### config.mk
export PLATFORM = sky130hd
export DESIGN_NAME = tension_guarded_position_follower_core
export DESIGN_NICKNAME = d
export VERILOG_FILES = /design/src/sv/tgpf_pkg.sv /design/src/sv/tgpf_front.sv /design/src/sv/tgpf_queue.sv /design/src/sv/tgpf_divider.sv /design/src/sv/tgpf_back.sv /design/src/sv/tension_guarded_position_follower_core.sv
export SDC_FILE = /design/constraint.sdc
export NUM_CORES = 2
export LEC_CHECK = 0
export ABC_AREA = 1
export BUFFER_PORTS_ARGS = -buffer_cell sky130_fd_sc_hd__buf_2
export CAP_MARGIN = 30
export CORE_ASPECT_RATIO = 0.6
export CORE_UTILIZATION = 40
export DETAILED_ROUTE_END_ITERATION = 10
export PLACE_DENSITY = 0.7
export SETUP_SLACK_MARGIN = 0.5
export SLEW_MARGIN = 20
export SYNTH_ARGS = -nofsm -noshare
export SYNTH_HDL_FRONTEND = slang
export SYNTH_SLANG_ARGS = --single-unit
### constraint.sdc
create_clock -name clock -period 7.2 [get_ports clock]
set_input_delay 0.36 -clock clock [delete_from_list [all_inputs] [get_ports clock]]
set_output_delay 0.36 -clock clock [all_outputs]
set_load 0.02 [all_outputs]
### src/sv/tgpf_pkg.sv
// ---------------------------------------------------------------------------
// tgpf_pkg
// Shared types and constants of the tension guarded position follower.
// ---------------------------------------------------------------------------
package tgpf_pkg;

   // field widths
   localparam int POS_W    = 21;
   localparam int TEN_W    = 16;
   localparam int SUM_W    = 23;
   // baseline keeps the full sum width, limit adds the margin on top
   localparam int LIMIT_W  = 24;
   localparam int OUT_W    = 32;
   localparam int GAIN_W   = 10;
   localparam int MARGIN_W = 15;
   localparam int COUNT_W  = 7;
   localparam int CHSEL_W  = 2;
   localparam int CMD_W    = 2;

   // input channel packing
   localparam int IN_CHANNELS = 4;
   localparam int REQ_DATA_W  = 112;
   localparam int RSP_DATA_W  = 64;

   // configuration port
   localparam int CSR_INDEX_W = 3;
   localparam int CSR_DATA_W  = 15;

   // queue between front and back
   localparam int QUEUE_DEPTH = 2;

   // lanes of the baseline divider (master, slave)
   localparam int DIV_LANES = 2;
   localparam int LANE_M    = 0;
   localparam int LANE_S    = 1;

   // command codes on req_tuser
   localparam logic [CMD_W-1:0] CMD_POSITION = 2'd0;
   localparam logic [CMD_W-1:0] CMD_TENSION  = 2'd1;
   localparam logic [CMD_W-1:0] CMD_TICK     = 2'd2;

   // register indexes
   localparam logic [CSR_INDEX_W-1:0] CSR_PULL_GAIN      = 3'd0;
   localparam logic [CSR_INDEX_W-1:0] CSR_BAND_MARGIN    = 3'd1;
   localparam logic [CSR_INDEX_W-1:0] CSR_AVERAGE_COUNT  = 3'd2;
   localparam logic [CSR_INDEX_W-1:0] CSR_MASTER_CHANNEL = 3'd3;
   localparam logic [CSR_INDEX_W-1:0] CSR_SLAVE_CHANNEL  = 3'd4;

   typedef enum logic [1:0] {
      KIND_POSITION,
      KIND_TENSION,
      KIND_TICK
   } item_kind_type;

   // classified item handed from front to back
   typedef struct packed {
      item_kind_type            kind;
      logic signed [POS_W-1:0]  pos_m;
      logic signed [POS_W-1:0]  pos_s;
      logic signed [TEN_W-1:0]  ten_m;
      logic signed [TEN_W-1:0]  ten_s;
   } item_type;

   typedef struct packed {
      logic [GAIN_W-1:0]   pull_gain;
      logic [MARGIN_W-1:0] band_margin;
      logic [COUNT_W-1:0]  average_count;
      logic [CHSEL_W-1:0]  master_channel;
      logic [CHSEL_W-1:0]  slave_channel;
   } cfg_type;

   typedef enum logic [2:0] {
      ST_IDLE,
      ST_DIVIDE,
      ST_DIFF,
      ST_MUL,
      ST_ADD
   } back_state_type;

endpackage

### src/sv/tgpf_front.sv
// ---------------------------------------------------------------------------
// tgpf_front
// Accepts request beats, drops unknown commands, picks the master and slave
// tension channels and pushes one classified item into the queue.
// ---------------------------------------------------------------------------
module tgpf_front
   import tgpf_pkg::*;
#(
   parameter int TENSION_CHANNELS = 4
) (
   input  logic                  req_tvalid,
   output logic                  req_tready,
   input  logic [REQ_DATA_W-1:0] req_tdata,
   input  logic [CMD_W-1:0]      req_tuser,
   input  cfg_type               cfg,
   input  logic                  q_full,
   output logic                  q_push,
   output item_type              q_item
);

   logic signed [TEN_W-1:0] chan [IN_CHANNELS];
   logic                    beat;

   // unpack the four tension channels
   always_comb begin
      for (int i = 0; i < IN_CHANNELS; i++) begin
         chan[i] = req_tdata[2*POS_W + i*TEN_W +: TEN_W];
      end
   end

   assign req_tready = !q_full;
   assign beat       = req_tvalid && req_tready;

   // classify the beat; channels the block does not have read zero
   always_comb begin
      q_item.pos_m = req_tdata[POS_W-1:0];
      q_item.pos_s = req_tdata[2*POS_W-1:POS_W];
      q_item.ten_m = (int'(cfg.master_channel) < TENSION_CHANNELS) ?
                     chan[cfg.master_channel] : '0;
      q_item.ten_s = (int'(cfg.slave_channel) < TENSION_CHANNELS) ?
                     chan[cfg.slave_channel] : '0;
      q_item.kind  = KIND_TICK;
      q_push       = 1'b0;
      unique case (req_tuser)
         CMD_POSITION: begin
            q_item.kind = KIND_POSITION;
            q_push      = beat;
         end
         CMD_TENSION: begin
            q_item.kind = KIND_TENSION;
            q_push      = beat;
         end
         CMD_TICK: begin
            q_item.kind = KIND_TICK;
            q_push      = beat;
         end
         default: begin
            q_push = 1'b0;
         end
      endcase
   end

endmodule

### src/sv/tgpf_queue.sv
// ---------------------------------------------------------------------------
// tgpf_queue
// Short register queue between the front and the back.
// ---------------------------------------------------------------------------
module tgpf_queue
   import tgpf_pkg::*;
(
   input  logic     clock,
   input  logic     reset,
   input  logic     push,
   input  item_type push_item,
   output logic     full,
   input  logic     pop,
   output logic     valid,
   output item_type pop_item
);

   localparam int PTR_W = (QUEUE_DEPTH > 1) ? $clog2(QUEUE_DEPTH) : 1;
   localparam int CNT_W = $clog2(QUEUE_DEPTH + 1);

   item_type           entry_ff [QUEUE_DEPTH];
   logic [PTR_W-1:0]   wr_ptr_ff, wr_ptr_in;
   logic [PTR_W-1:0]   rd_ptr_ff, rd_ptr_in;
   logic [CNT_W-1:0]   count_ff, count_in;
   logic               do_push, do_pop;

   assign full     = (count_ff == CNT_W'(QUEUE_DEPTH));
   assign valid    = (count_ff != '0);
   assign pop_item = entry_ff[rd_ptr_ff];
   assign do_push  = push && !full;
   assign do_pop   = pop && valid;

   // pointer and fill count update
   always_comb begin
      wr_ptr_in = wr_ptr_ff;
      rd_ptr_in = rd_ptr_ff;
      count_in  = count_ff;
      if (do_push) begin
         wr_ptr_in = (wr_ptr_ff == PTR_W'(QUEUE_DEPTH - 1)) ? '0 : wr_ptr_ff + 1'b1;
      end
      if (do_pop) begin
         rd_ptr_in = (rd_ptr_ff == PTR_W'(QUEUE_DEPTH - 1)) ? '0 : rd_ptr_ff + 1'b1;
      end
      if (do_push && !do_pop) begin
         count_in = count_ff + 1'b1;
      end else if (do_pop && !do_push) begin
         count_in = count_ff - 1'b1;
      end
   end

   always_ff @(posedge clock) begin
      if (reset) begin
         wr_ptr_ff <= '0;
         rd_ptr_ff <= '0;
         count_ff  <= '0;
      end else begin
         wr_ptr_ff <= wr_ptr_in;
         rd_ptr_ff <= rd_ptr_in;
         count_ff  <= count_in;
      end
   end

   // entry storage
   always_ff @(posedge clock) begin
      if (do_push) begin
         entry_ff[wr_ptr_ff] <= push_item;
      end
   end

endmodule

### src/sv/tgpf_divider.sv
// ---------------------------------------------------------------------------
// tgpf_divider
// Two-lane restoring divider for the tension baselines: signed sum over a
// small unsigned count, truncating toward zero, one quotient bit per cycle.
// ---------------------------------------------------------------------------
module tgpf_divider
   import tgpf_pkg::*;
(
   input  logic                     clock,
   input  logic                     reset,
   input  logic                     start,
   input  logic signed [SUM_W-1:0]  dividend [DIV_LANES],
   input  logic [COUNT_W-1:0]       divisor,
   output logic                     done,
   output logic signed [SUM_W-1:0]  quotient [DIV_LANES]
);

   localparam int STEP_W = $clog2(SUM_W);

   logic               busy_ff, busy_in;
   logic               done_ff, done_in;
   logic [STEP_W-1:0]  step_ff, step_in;
   logic [COUNT_W-1:0] divisor_ff, divisor_in;
   logic [SUM_W-1:0]   mag_ff [DIV_LANES];
   logic [SUM_W-1:0]   mag_in [DIV_LANES];
   logic [COUNT_W-1:0] rem_ff [DIV_LANES];
   logic [COUNT_W-1:0] rem_in [DIV_LANES];
   logic               neg_ff [DIV_LANES];
   logic               neg_in [DIV_LANES];
   logic [COUNT_W:0]   trial  [DIV_LANES];
   logic [SUM_W-1:0]   signed_q [DIV_LANES];

   // one shift-subtract step per lane
   always_comb begin
      busy_in    = busy_ff;
      done_in    = 1'b0;
      step_in    = step_ff;
      divisor_in = divisor_ff;
      for (int l = 0; l < DIV_LANES; l++) begin
         mag_in[l] = mag_ff[l];
         rem_in[l] = rem_ff[l];
         neg_in[l] = neg_ff[l];
         trial[l]  = {rem_ff[l], mag_ff[l][SUM_W-1]};
      end
      if (start) begin
         busy_in    = 1'b1;
         step_in    = '0;
         divisor_in = divisor;
         for (int l = 0; l < DIV_LANES; l++) begin
            neg_in[l] = dividend[l][SUM_W-1];
            mag_in[l] = dividend[l][SUM_W-1] ? SUM_W'(-dividend[l]) : SUM_W'(dividend[l]);
            rem_in[l] = '0;
         end
      end else if (busy_ff) begin
         for (int l = 0; l < DIV_LANES; l++) begin
            if (trial[l] >= {1'b0, divisor_ff}) begin
               rem_in[l] = COUNT_W'(trial[l] - {1'b0, divisor_ff});
               mag_in[l] = {mag_ff[l][SUM_W-2:0], 1'b1};
            end else begin
               rem_in[l] = COUNT_W'(trial[l]);
               mag_in[l] = {mag_ff[l][SUM_W-2:0], 1'b0};
            end
         end
         step_in = step_ff + 1'b1;
         if (step_ff == STEP_W'(SUM_W - 1)) begin
            busy_in = 1'b0;
            done_in = 1'b1;
         end
      end
   end

   always_ff @(posedge clock) begin
      if (reset) begin
         busy_ff <= 1'b0;
         done_ff <= 1'b0;
         step_ff <= '0;
      end else begin
         busy_ff <= busy_in;
         done_ff <= done_in;
         step_ff <= step_in;
      end
   end

   always_ff @(posedge clock) begin
      divisor_ff <= divisor_in;
      for (int l = 0; l < DIV_LANES; l++) begin
         mag_ff[l] <= mag_in[l];
         rem_ff[l] <= rem_in[l];
         neg_ff[l] <= neg_in[l];
      end
   end

   // restore the sign; a count lowered below the samples taken can leave
   // a quotient as wide as the sum itself
   always_comb begin
      for (int l = 0; l < DIV_LANES; l++) begin
         signed_q[l] = neg_ff[l] ? SUM_W'(-mag_ff[l]) : mag_ff[l];
         quotient[l] = signed_q[l];
      end
   end

   assign done = done_ff;

endmodule

### src/sv/tgpf_back.sv
// ---------------------------------------------------------------------------
// tgpf_back
// Executes queued items: keeps positions and tensions, builds the baselines
// through the divider and turns each tick into a master and slave command.
// ---------------------------------------------------------------------------
module tgpf_back
   import tgpf_pkg::*;
(
   input  logic                  clock,
   input  logic                  reset,
   input  cfg_type               cfg,
   input  logic                  q_valid,
   input  item_type              q_item,
   output logic                  q_pop,
   output logic                  rsp_tvalid,
   input  logic                  rsp_tready,
   output logic [RSP_DATA_W-1:0] rsp_tdata
);

   localparam int DM_W   = LIMIT_W + 1;
   localparam int DS_W   = SUM_W + 1;
   localparam int PM_W   = GAIN_W + 1 + DM_W;
   localparam int PS_W   = GAIN_W + 1 + DS_W;
   localparam int ACC_W  = PM_W + 1;

   back_state_type state_ff, state_in;

   logic signed [POS_W-1:0]   last_m_ff, last_m_in, last_s_ff, last_s_in;
   logic signed [POS_W-1:0]   home_m_ff, home_m_in, home_s_ff, home_s_in;
   logic signed [TEN_W-1:0]   lt_m_ff, lt_m_in, lt_s_ff, lt_s_in;
   logic signed [SUM_W-1:0]   base_m_ff, base_m_in, base_s_ff, base_s_in;
   logic signed [LIMIT_W-1:0] limit_ff, limit_in;
   logic signed [SUM_W-1:0]   sum_m_ff, sum_m_in, sum_s_ff, sum_s_in;
   logic [COUNT_W-1:0]        samples_ff, samples_in;
   logic                      pos_ready_ff, pos_ready_in;
   logic                      ten_ready_ff, ten_ready_in;

   logic signed [DM_W-1:0]    dm_ff, dm_in;
   logic signed [DS_W-1:0]    ds_ff, ds_in;
   logic                      s_pull_ff, s_pull_in;
   logic signed [SUM_W-1:0]   follow_ff, follow_in;
   logic signed [PM_W-1:0]    prod_m_ff, prod_m_in;
   logic signed [PS_W-1:0]    prod_s_ff, prod_s_in;
   logic signed [OUT_W-1:0]   cmd_m_ff, cmd_m_in, cmd_s_ff, cmd_s_in;
   logic                      rsp_valid_ff;

   logic [COUNT_W-1:0]        count_eff;
   logic [COUNT_W-1:0]        samples_next;
   logic signed [SUM_W-1:0]   sum_m_next, sum_s_next;
   logic                      avg_full;
   logic                      is_tension, is_tick, ticks_ready;
   logic                      div_start, div_done, load_out;
   logic signed [SUM_W-1:0]   div_dividend [DIV_LANES];
   logic signed [SUM_W-1:0]   div_quot [DIV_LANES];
   logic signed [GAIN_W:0]    gain_s;

   // clamp a wide sum to the 32-bit signed command range
   function automatic logic signed [OUT_W-1:0] clamp_out(input logic signed [ACC_W-1:0] v);
      if (v[ACC_W-1:OUT_W-1] == '0 || v[ACC_W-1:OUT_W-1] == '1) begin
         return v[OUT_W-1:0];
      end
      return v[ACC_W-1] ? {1'b1, {(OUT_W-1){1'b0}}} : {1'b0, {(OUT_W-1){1'b1}}};
   endfunction

   // averaging bookkeeping for the item at the queue head
   assign count_eff    = (cfg.average_count == '0) ? COUNT_W'(1) : cfg.average_count;
   assign samples_next = samples_ff + 1'b1;
   assign sum_m_next   = sum_m_ff + SUM_W'(q_item.ten_m);
   assign sum_s_next   = sum_s_ff + SUM_W'(q_item.ten_s);
   assign avg_full     = (samples_next >= count_eff);
   assign is_tension   = q_valid && (q_item.kind == KIND_TENSION);
   assign is_tick      = q_valid && (q_item.kind == KIND_TICK);
   assign ticks_ready  = pos_ready_ff && ten_ready_ff;

   // next state
   always_comb begin
      state_in = state_ff;
      unique case (state_ff)
         ST_IDLE: begin
            if (is_tension && !ten_ready_ff && avg_full) begin
               state_in = ST_DIVIDE;
            end else if (is_tick && ticks_ready) begin
               state_in = ST_DIFF;
            end
         end
         ST_DIVIDE: begin
            if (div_done) begin
               state_in = ST_IDLE;
            end
         end
         ST_DIFF: state_in = ST_MUL;
         ST_MUL:  state_in = ST_ADD;
         ST_ADD: begin
            if (!rsp_valid_ff || rsp_tready) begin
               state_in = ST_IDLE;
            end
         end
         default: state_in = ST_IDLE;
      endcase
   end

   // control outputs
   always_comb begin
      q_pop     = 1'b0;
      div_start = 1'b0;
      load_out  = 1'b0;
      unique case (state_ff)
         ST_IDLE: begin
            q_pop     = q_valid;
            div_start = is_tension && !ten_ready_ff && avg_full;
         end
         ST_ADD: begin
            load_out = !rsp_valid_ff || rsp_tready;
         end
         default: begin
            q_pop = 1'b0;
         end
      endcase
   end

   always_ff @(posedge clock) begin
      if (reset) begin
         state_ff <= ST_IDLE;
      end else begin
         state_ff <= state_in;
      end
   end

   // position and tension state
   always_comb begin
      last_m_in    = last_m_ff;
      last_s_in    = last_s_ff;
      home_m_in    = home_m_ff;
      home_s_in    = home_s_ff;
      lt_m_in      = lt_m_ff;
      lt_s_in      = lt_s_ff;
      base_m_in    = base_m_ff;
      base_s_in    = base_s_ff;
      limit_in     = limit_ff;
      sum_m_in     = sum_m_ff;
      sum_s_in     = sum_s_ff;
      samples_in   = samples_ff;
      pos_ready_in = pos_ready_ff;
      ten_ready_in = ten_ready_ff;
      if (q_pop && (q_item.kind == KIND_POSITION)) begin
         last_m_in = q_item.pos_m;
         last_s_in = q_item.pos_s;
         if (!pos_ready_ff) begin
            home_m_in    = q_item.pos_m;
            home_s_in    = q_item.pos_s;
            pos_ready_in = 1'b1;
         end
      end
      if (q_pop && is_tension) begin
         lt_m_in = q_item.ten_m;
         lt_s_in = q_item.ten_s;
         if (!ten_ready_ff) begin
            sum_m_in   = sum_m_next;
            sum_s_in   = sum_s_next;
            samples_in = samples_next;
         end
      end
      if (div_done && (state_ff == ST_DIVIDE)) begin
         base_m_in    = div_quot[LANE_M];
         base_s_in    = div_quot[LANE_S];
         limit_in     = LIMIT_W'(div_quot[LANE_M])
                        + $signed({{(LIMIT_W-MARGIN_W){1'b0}}, cfg.band_margin});
         ten_ready_in = 1'b1;
      end
   end

   always_ff @(posedge clock) begin
      if (reset) begin
         sum_m_ff     <= '0;
         sum_s_ff     <= '0;
         samples_ff   <= '0;
         pos_ready_ff <= 1'b0;
         ten_ready_ff <= 1'b0;
      end else begin
         sum_m_ff     <= sum_m_in;
         sum_s_ff     <= sum_s_in;
         samples_ff   <= samples_in;
         pos_ready_ff <= pos_ready_in;
         ten_ready_ff <= ten_ready_in;
      end
   end

   always_ff @(posedge clock) begin
      last_m_ff <= last_m_in;
      last_s_ff <= last_s_in;
      home_m_ff <= home_m_in;
      home_s_ff <= home_s_in;
      lt_m_ff   <= lt_m_in;
      lt_s_ff   <= lt_s_in;
      base_m_ff <= base_m_in;
      base_s_ff <= base_s_in;
      limit_ff  <= limit_in;
   end

   // baseline divider, fed with the sums including the closing sample
   assign div_dividend[LANE_M] = sum_m_next;
   assign div_dividend[LANE_S] = sum_s_next;

   tgpf_divider u_divider (
      .clock    (clock),
      .reset    (reset),
      .start    (div_start),
      .dividend (div_dividend),
      .divisor  (count_eff),
      .done     (div_done),
      .quotient (div_quot)
   );

   // tick: tension errors, then products, then final sums
   assign gain_s = $signed({1'b0, cfg.pull_gain});

   always_comb begin
      ds_in     = DS_W'(lt_s_ff) - DS_W'(base_s_ff);
      s_pull_in = (lt_s_ff < base_s_ff);
      follow_in = SUM_W'(last_m_ff) - SUM_W'(home_m_ff) + SUM_W'(home_s_ff);
      if (lt_m_ff < base_m_ff) begin
         dm_in = DM_W'(lt_m_ff) - DM_W'(base_m_ff);
      end else if (LIMIT_W'(lt_m_ff) > limit_ff) begin
         dm_in = DM_W'(lt_m_ff) - DM_W'(limit_ff);
      end else begin
         dm_in = '0;
      end
      prod_m_in = gain_s * dm_ff;
      prod_s_in = gain_s * ds_ff;
      // a wide baseline can push the pull terms past 32 bits
      cmd_m_in  = clamp_out(ACC_W'(last_m_ff) + ACC_W'(prod_m_ff));
      cmd_s_in  = s_pull_ff ? clamp_out(ACC_W'(last_s_ff) + ACC_W'(prod_s_ff))
                            : OUT_W'(follow_ff);
   end

   always_ff @(posedge clock) begin
      if (state_ff == ST_DIFF) begin
         dm_ff     <= dm_in;
         ds_ff     <= ds_in;
         s_pull_ff <= s_pull_in;
         follow_ff <= follow_in;
      end
      if (state_ff == ST_MUL) begin
         prod_m_ff <= prod_m_in;
         prod_s_ff <= prod_s_in;
      end
      if (load_out) begin
         cmd_m_ff <= cmd_m_in;
         cmd_s_ff <= cmd_s_in;
      end
   end

   // output register
   always_ff @(posedge clock) begin
      if (reset) begin
         rsp_valid_ff <= 1'b0;
      end else if (load_out) begin
         rsp_valid_ff <= 1'b1;
      end else if (rsp_tready) begin
         rsp_valid_ff <= 1'b0;
      end
   end

   assign rsp_tvalid = rsp_valid_ff;
   assign rsp_tdata  = {cmd_s_ff, cmd_m_ff};

   // once the baseline is taken it stays
   assert property (@(posedge clock) disable iff (reset)
      ten_ready_ff |=> ten_ready_ff)
      else $error("tension ready dropped");

   // the divider only runs before the baseline exists
   assert property (@(posedge clock) disable iff (reset)
      (state_ff == ST_DIVIDE) |-> !ten_ready_ff)
      else $error("divide while tension already ready");

   // the queue is drained only between items
   assert property (@(posedge clock) disable iff (reset)
      q_pop |-> (state_ff == ST_IDLE))
      else $error("queue pop outside idle");

   // a finished tick always reaches the output register
   assert property (@(posedge clock) disable iff (reset)
      (state_ff == ST_ADD) && !rsp_valid_ff |=> rsp_valid_ff)
      else $error("tick result lost");

   // a tick only runs when positions and tensions are known
   assert property (@(posedge clock) disable iff (reset)
      (state_ff == ST_DIFF) |-> (pos_ready_ff && ten_ready_ff))
      else $error("tick processed before ready");

endmodule

### src/sv/tension_guarded_position_follower_core.sv
// ---------------------------------------------------------------------------
// tension_guarded_position_follower_core
// Follows master motor position on the slave side and pulls back or
// releases when the selected tension channels leave their baseline band.
//
// channel  direction  fields (lowest bit first)
// req_     in         tuser: cmd; tdata: position_master, position_slave,
//                     tension_ch0, tension_ch1, tension_ch2, tension_ch3
// rsp_     out        tdata: command_master, command_slave
// csr_     in         write enable, register index, write data
//
// Position and tension beats are taken in the idle state; the tension beat that
// completes the average also waits on the 23-step divider for both baselines.
// A tick steps through pop, difference, multiply and add into the output
// register; it holds in add while a previous result waits on the response side.
// A two-entry queue lets the request side keep accepting while the back end
// works or the response side stalls. Reset is synchronous and clears control
// state and the registers back to their documented defaults.
// ---------------------------------------------------------------------------
module tension_guarded_position_follower_core
   import tgpf_pkg::*;
#(
   parameter int TENSION_CHANNELS = 4
) (
   input  logic                   clock,
   input  logic                   reset,
   input  logic                   req_tvalid,
   output logic                   req_tready,
   // position_master, position_slave, tension_ch0..tension_ch3, zero fill
   input  logic [REQ_DATA_W-1:0]  req_tdata,
   // cmd
   input  logic [CMD_W-1:0]       req_tuser,
   output logic                   rsp_tvalid,
   input  logic                   rsp_tready,
   // command_master, command_slave
   output logic [RSP_DATA_W-1:0]  rsp_tdata,
   input  logic                   csr_we,
   input  logic [CSR_INDEX_W-1:0] csr_index,
   input  logic [CSR_DATA_W-1:0]  csr_wdata
);

   cfg_type  cfg_ff, cfg_in;
   logic     q_full, q_push, q_pop, q_valid;
   item_type push_item, head_item;

   // configuration registers
   always_comb begin
      cfg_in = cfg_ff;
      if (csr_we) begin
         unique case (csr_index)
            CSR_PULL_GAIN:      cfg_in.pull_gain      = csr_wdata[GAIN_W-1:0];
            CSR_BAND_MARGIN:    cfg_in.band_margin    = csr_wdata[MARGIN_W-1:0];
            CSR_AVERAGE_COUNT:  cfg_in.average_count  = csr_wdata[COUNT_W-1:0];
            CSR_MASTER_CHANNEL: cfg_in.master_channel = csr_wdata[CHSEL_W-1:0];
            CSR_SLAVE_CHANNEL:  cfg_in.slave_channel  = csr_wdata[CHSEL_W-1:0];
            default:            cfg_in = cfg_ff;
         endcase
      end
   end

   always_ff @(posedge clock) begin
      if (reset) begin
         cfg_ff.pull_gain      <= GAIN_W'(10);
         cfg_ff.band_margin    <= MARGIN_W'(30);
         cfg_ff.average_count  <= COUNT_W'(5);
         cfg_ff.master_channel <= CHSEL_W'(0);
         cfg_ff.slave_channel  <= CHSEL_W'(2);
      end else begin
         cfg_ff <= cfg_in;
      end
   end

   // front: accept and classify
   tgpf_front #(
      .TENSION_CHANNELS (TENSION_CHANNELS)
   ) u_front (
      .req_tvalid (req_tvalid),
      .req_tready (req_tready),
      .req_tdata  (req_tdata),
      .req_tuser  (req_tuser),
      .cfg        (cfg_ff),
      .q_full     (q_full),
      .q_push     (q_push),
      .q_item     (push_item)
   );

   // queue between front and back
   tgpf_queue u_queue (
      .clock     (clock),
      .reset     (reset),
      .push      (q_push),
      .push_item (push_item),
      .full      (q_full),
      .pop       (q_pop),
      .valid     (q_valid),
      .pop_item  (head_item)
   );

   // back: execute items and drive results
   tgpf_back u_back (
      .clock      (clock),
      .reset      (reset),
      .cfg        (cfg_ff),
      .q_valid    (q_valid),
      .q_item     (head_item),
      .q_pop      (q_pop),
      .rsp_tvalid (rsp_tvalid),
      .rsp_tready (rsp_tready),
      .rsp_tdata  (rsp_tdata)
   );

endmodule

==> flow_summary.yaml <==
setup_path:
  rr_startpoint: "cfg_ff[29]"
  reg2reg_depth: 20
  worstPathArrival_ps: 6320
  worst_setup_path_end_kind: "flop"
  reg2reg_slack_ps: 1300
  path_max_fanout: 22
  r2r_end: "u_back.prod_s_ff[31]"
  slowest_delay_ps: 670
  crit_path_cell_trace: "buf_4, nand2_1, fa_1, inv_1, fa_1, fa_1, fa_1, inv_1, fa_1, inv_1, ha_1, nand2_1, nor4_1, nand3_1, nand3_1, nand2_1, o211ai_1, nand3_1, nand2_1, xor2_1"
  cpMostUsedCell: "fa_1"
  cp_top_family: "adder cells"
  cp_data_required_time_ps: 7620
  path_class: "flop to flop"
  critPathBufInv: 4
  crit_path_start: "cfg_ff[29]"
  cp_slowest_cell: "dfxtp_2"
  cp-endpoint: "u_back.prod_s_ff[31]"
  cp.depth: 20
  critPathLaunchType: "flop"
sta:
  final_max_slew_viol_count: 0
  tightest_slew_ps: 1030
  fin_crit_ps: 5900
  hold_violations: 0
  rsz0062_at_grt: "no"
  slew_headroom: 0.306
  period_share: 0.819
  fin_setup_tns_ps: 0
  setup_viol: 0
  fmax_ghz: 0.170
  fin_skew_ps: 43.9
  worst_slack_ps: 1300
clocking:
  cts_tree: "built"
  clock_latency_ps: 680
  cts-root-buf: "clkbuf_16"
  cts_resized: 0
  clock_sinks: 722
  htree_levels: 3
  clk_pin_slew_ps: 70
  cts_buffers: 74
  cts.path.max_buffers: 3
finish:
  final-instance-count-excl-fill: 9399
  drive_above_1_share: 0.0688
  syn_to_final_growth_pct: 10.1
  nets: 8324
  final_cell_area_um2: 66600
  utilization: 0.444
global_routing:
  grt_pass1_wl_um: 259000
  grt_pass1_vias: 46485
  gr-total-overflow: 0
  grt.total_usage: 0.215
  antenna_found_initial: 5
  grt_max_degree: 80
power:
  p_leak_nw: 32.3
  p_sw_mw: 9.25
  power.internal_mw: 11.3
  pwr-share-comb: 0.509
  seq_power_share: 0.296
  p_sw_frac: 0.449
  power.density_nw_per_um2: 309
  clkPwrFrac: 0.194
  ir_drop_uv: 205
detailed_routing:
  ant_nets: 0
  drtIter0Drc: 5308
  first_pass_iters: 6
  dr_total_vias: 48219
  route.detailed.drc: 0
  finalWirelength_um: 166000
  wl_per_cell_um: 17.6
  viasPerCell: 5.13
synth:
  synth-xor-area-share: 0.0446
  synth-edff-count: 601
  syn_inst: 7161
  synth_compound_area_frac: 0.0887
  yosysMostFrequentCell: "nand2_1"
  syn_area_per_cell_um2: 8.44
  synth_cell_types: 64
  synth_top_area_cell: "edfxtp_1"
  synth_adder_area_share: 0.236
  synth_top_area_frac: 0.299
  yosys_warnings: 0
  synth_common_cells: "nand2_1, inv_1, edfxtp_1"
  synth-simple-area-share: 0.174
  synth_fp_nets: 8165
  syn_area_um2: 60500
  synth_mux_area_frac: 0.0140
  synth_top_family_by_area: "adder cells"
  synthFlopType: "edfxtp_1"
  async_flop_share: 0
  yosys-top-cells-area: "edfxtp_1, fa_1, nand2_1"
  synth_seq_cells: 722
  ys_seq_area_frac: 0.339
placement:
  dp_hpwl_um: 132000
  dpl_worst_slack_ps: 1290
  dpl.cell_count: 9203
  portBuffers: 196
  postPlaceCellArea_um2: 63500
  routabilityCongestion: 0.957
floorplan:
  core_um2: 150000
  fp-row-count: 110
  io_pins: 203
  die_h_um: 303
  die_w_um: 504
  start_util: 0.403
  dieArea_um2: 153000
status:
  status: "complete, no violations"
run:
  drv_cap: 0
hold_path:
  holdPathStages: 3
  hp-class: "input pin to flop"
[what timing repair did]
item | 4_1_cts | 5_1_grt
endpoints found under the hold margin | 92 | 0
hold buffers | 50 | 0
buffers inserted | 0 | 0
setup endpoints to repair | 0 | 0
[power groups by stage]
stage	sequential, mW	clock [mW]	combinational (mW)
2_1_floorplan	5.89	0	7.60
3_3_place_gp	6.14	0	9.97
3_5_place_dp	6.17	0	10.2
4_1_cts	6.08	4.08	10.3
5_1_grt	6.15	4.23	11.7
6_report	6.10	4.00	10.5
[cells in the final DEF (no fill, tap or decap), drive strengths merged, types with 10 or more instances in the layout]
cell         count
nor4            15
dlygate4sd3     50
nand4           44
clkinv          32
a21oi          410
a21boi          11
nand2         1654
a31oi           15
nor2           492
inv           1439
o21a            10
dfxtp          121
ha             410
xor2           198
clkinvlp        11
xnor2          107
edfxtp         601
o21bai          24
mux2            74
nand3b          19
fa             457
clkbuf          82
nor3            65
buf            241
o21ai          332
a21o            21
nand3          280
o22ai           59
o211ai          42
[routing by layer]
metal,part of all wire,vias up,wire (um),GRT usage
met5,0,-,0,0
met4,0.019,0,3230,0.0487
met3,0.12,168,19600,0.0698
met2,0.38,1976,62400,0.287
met1,0.49,22922,80500,0.331
li1,-,23153,-,-
[worst register-to-register path, cell delays in order, from the launching register on]
cell	delay [ps]
dfxtp_2	670
buf_4	380
nand2_1	130
fa_1	530
inv_1	50
fa_1	500
fa_1	530
fa_1	510
inv_1	50
fa_1	470
inv_1	40
ha_1	340
nand2_1	140
nor4_1	440
nand3_1	140
nand3_1	200
nand2_1	80
o211ai_1	180
nand3_1	110
nand2_1	100
xor2_1	70
[flip-flops by register name (all words and copies together) (netlist names), 25 cells and up, named ones only]
signal	cells
u_back.cmd_m_ff	32
u_queue.entry_ff	152
cfg_ff	36
u_back.prod_m_ff	36
u_back.u_divider.mag_ff	46
u_back.cmd_s_ff	32
u_back.prod_s_ff	35
u_back.dm_ff	25
[area by class of cell]
class,instances,area [um^2]
flip-flops and latches,722,20500
clock buffers,82,1920
inverters,1434,5390
diodes,2,5.00
multi-input cells,4797,33800
clock inverters,55,539
well taps,2016,2520
fillers,14534,83400
repair buffers,291,1960
[how the worst min path moves through the flow]
| stage | from | endpoint | slack [ps] |
|---|---|---|---|
| floorplan | u_queue.rd_ptr_ff | flop | 430 |
| global placement | u_queue.rd_ptr_ff | flop | 420 |
| detailed placement | u_queue.rd_ptr_ff | flop | 440 |
| CTS | csr_wdata[9] | cfg_ff[20] | 9 |
| global route | csr_wdata[8] | cfg_ff[19] | 30 |
| finish | csr_wdata[9] | cfg_ff[20] | 40 |
[logic make-up after synthesis]
family / count (synthesis)
adder cells (fa/ha/maj): 867
AND/OR/NAND/NOR: 2584
XOR/XNOR: 305
AO/OA/AOI/OAI: 966
buffers and inverters: 1642
multiplexers: 75
flip-flops: 722
[through the flow]
step	hold slack (ps)	total power [mW]
finish	36.3	20.6
global route	33.6	22.1
CTS	8.76	20.4
detailed placement	444	16.3
global placement	423	16.1
floorplan	426	13.5
Power figures use the tool's default switching activity.
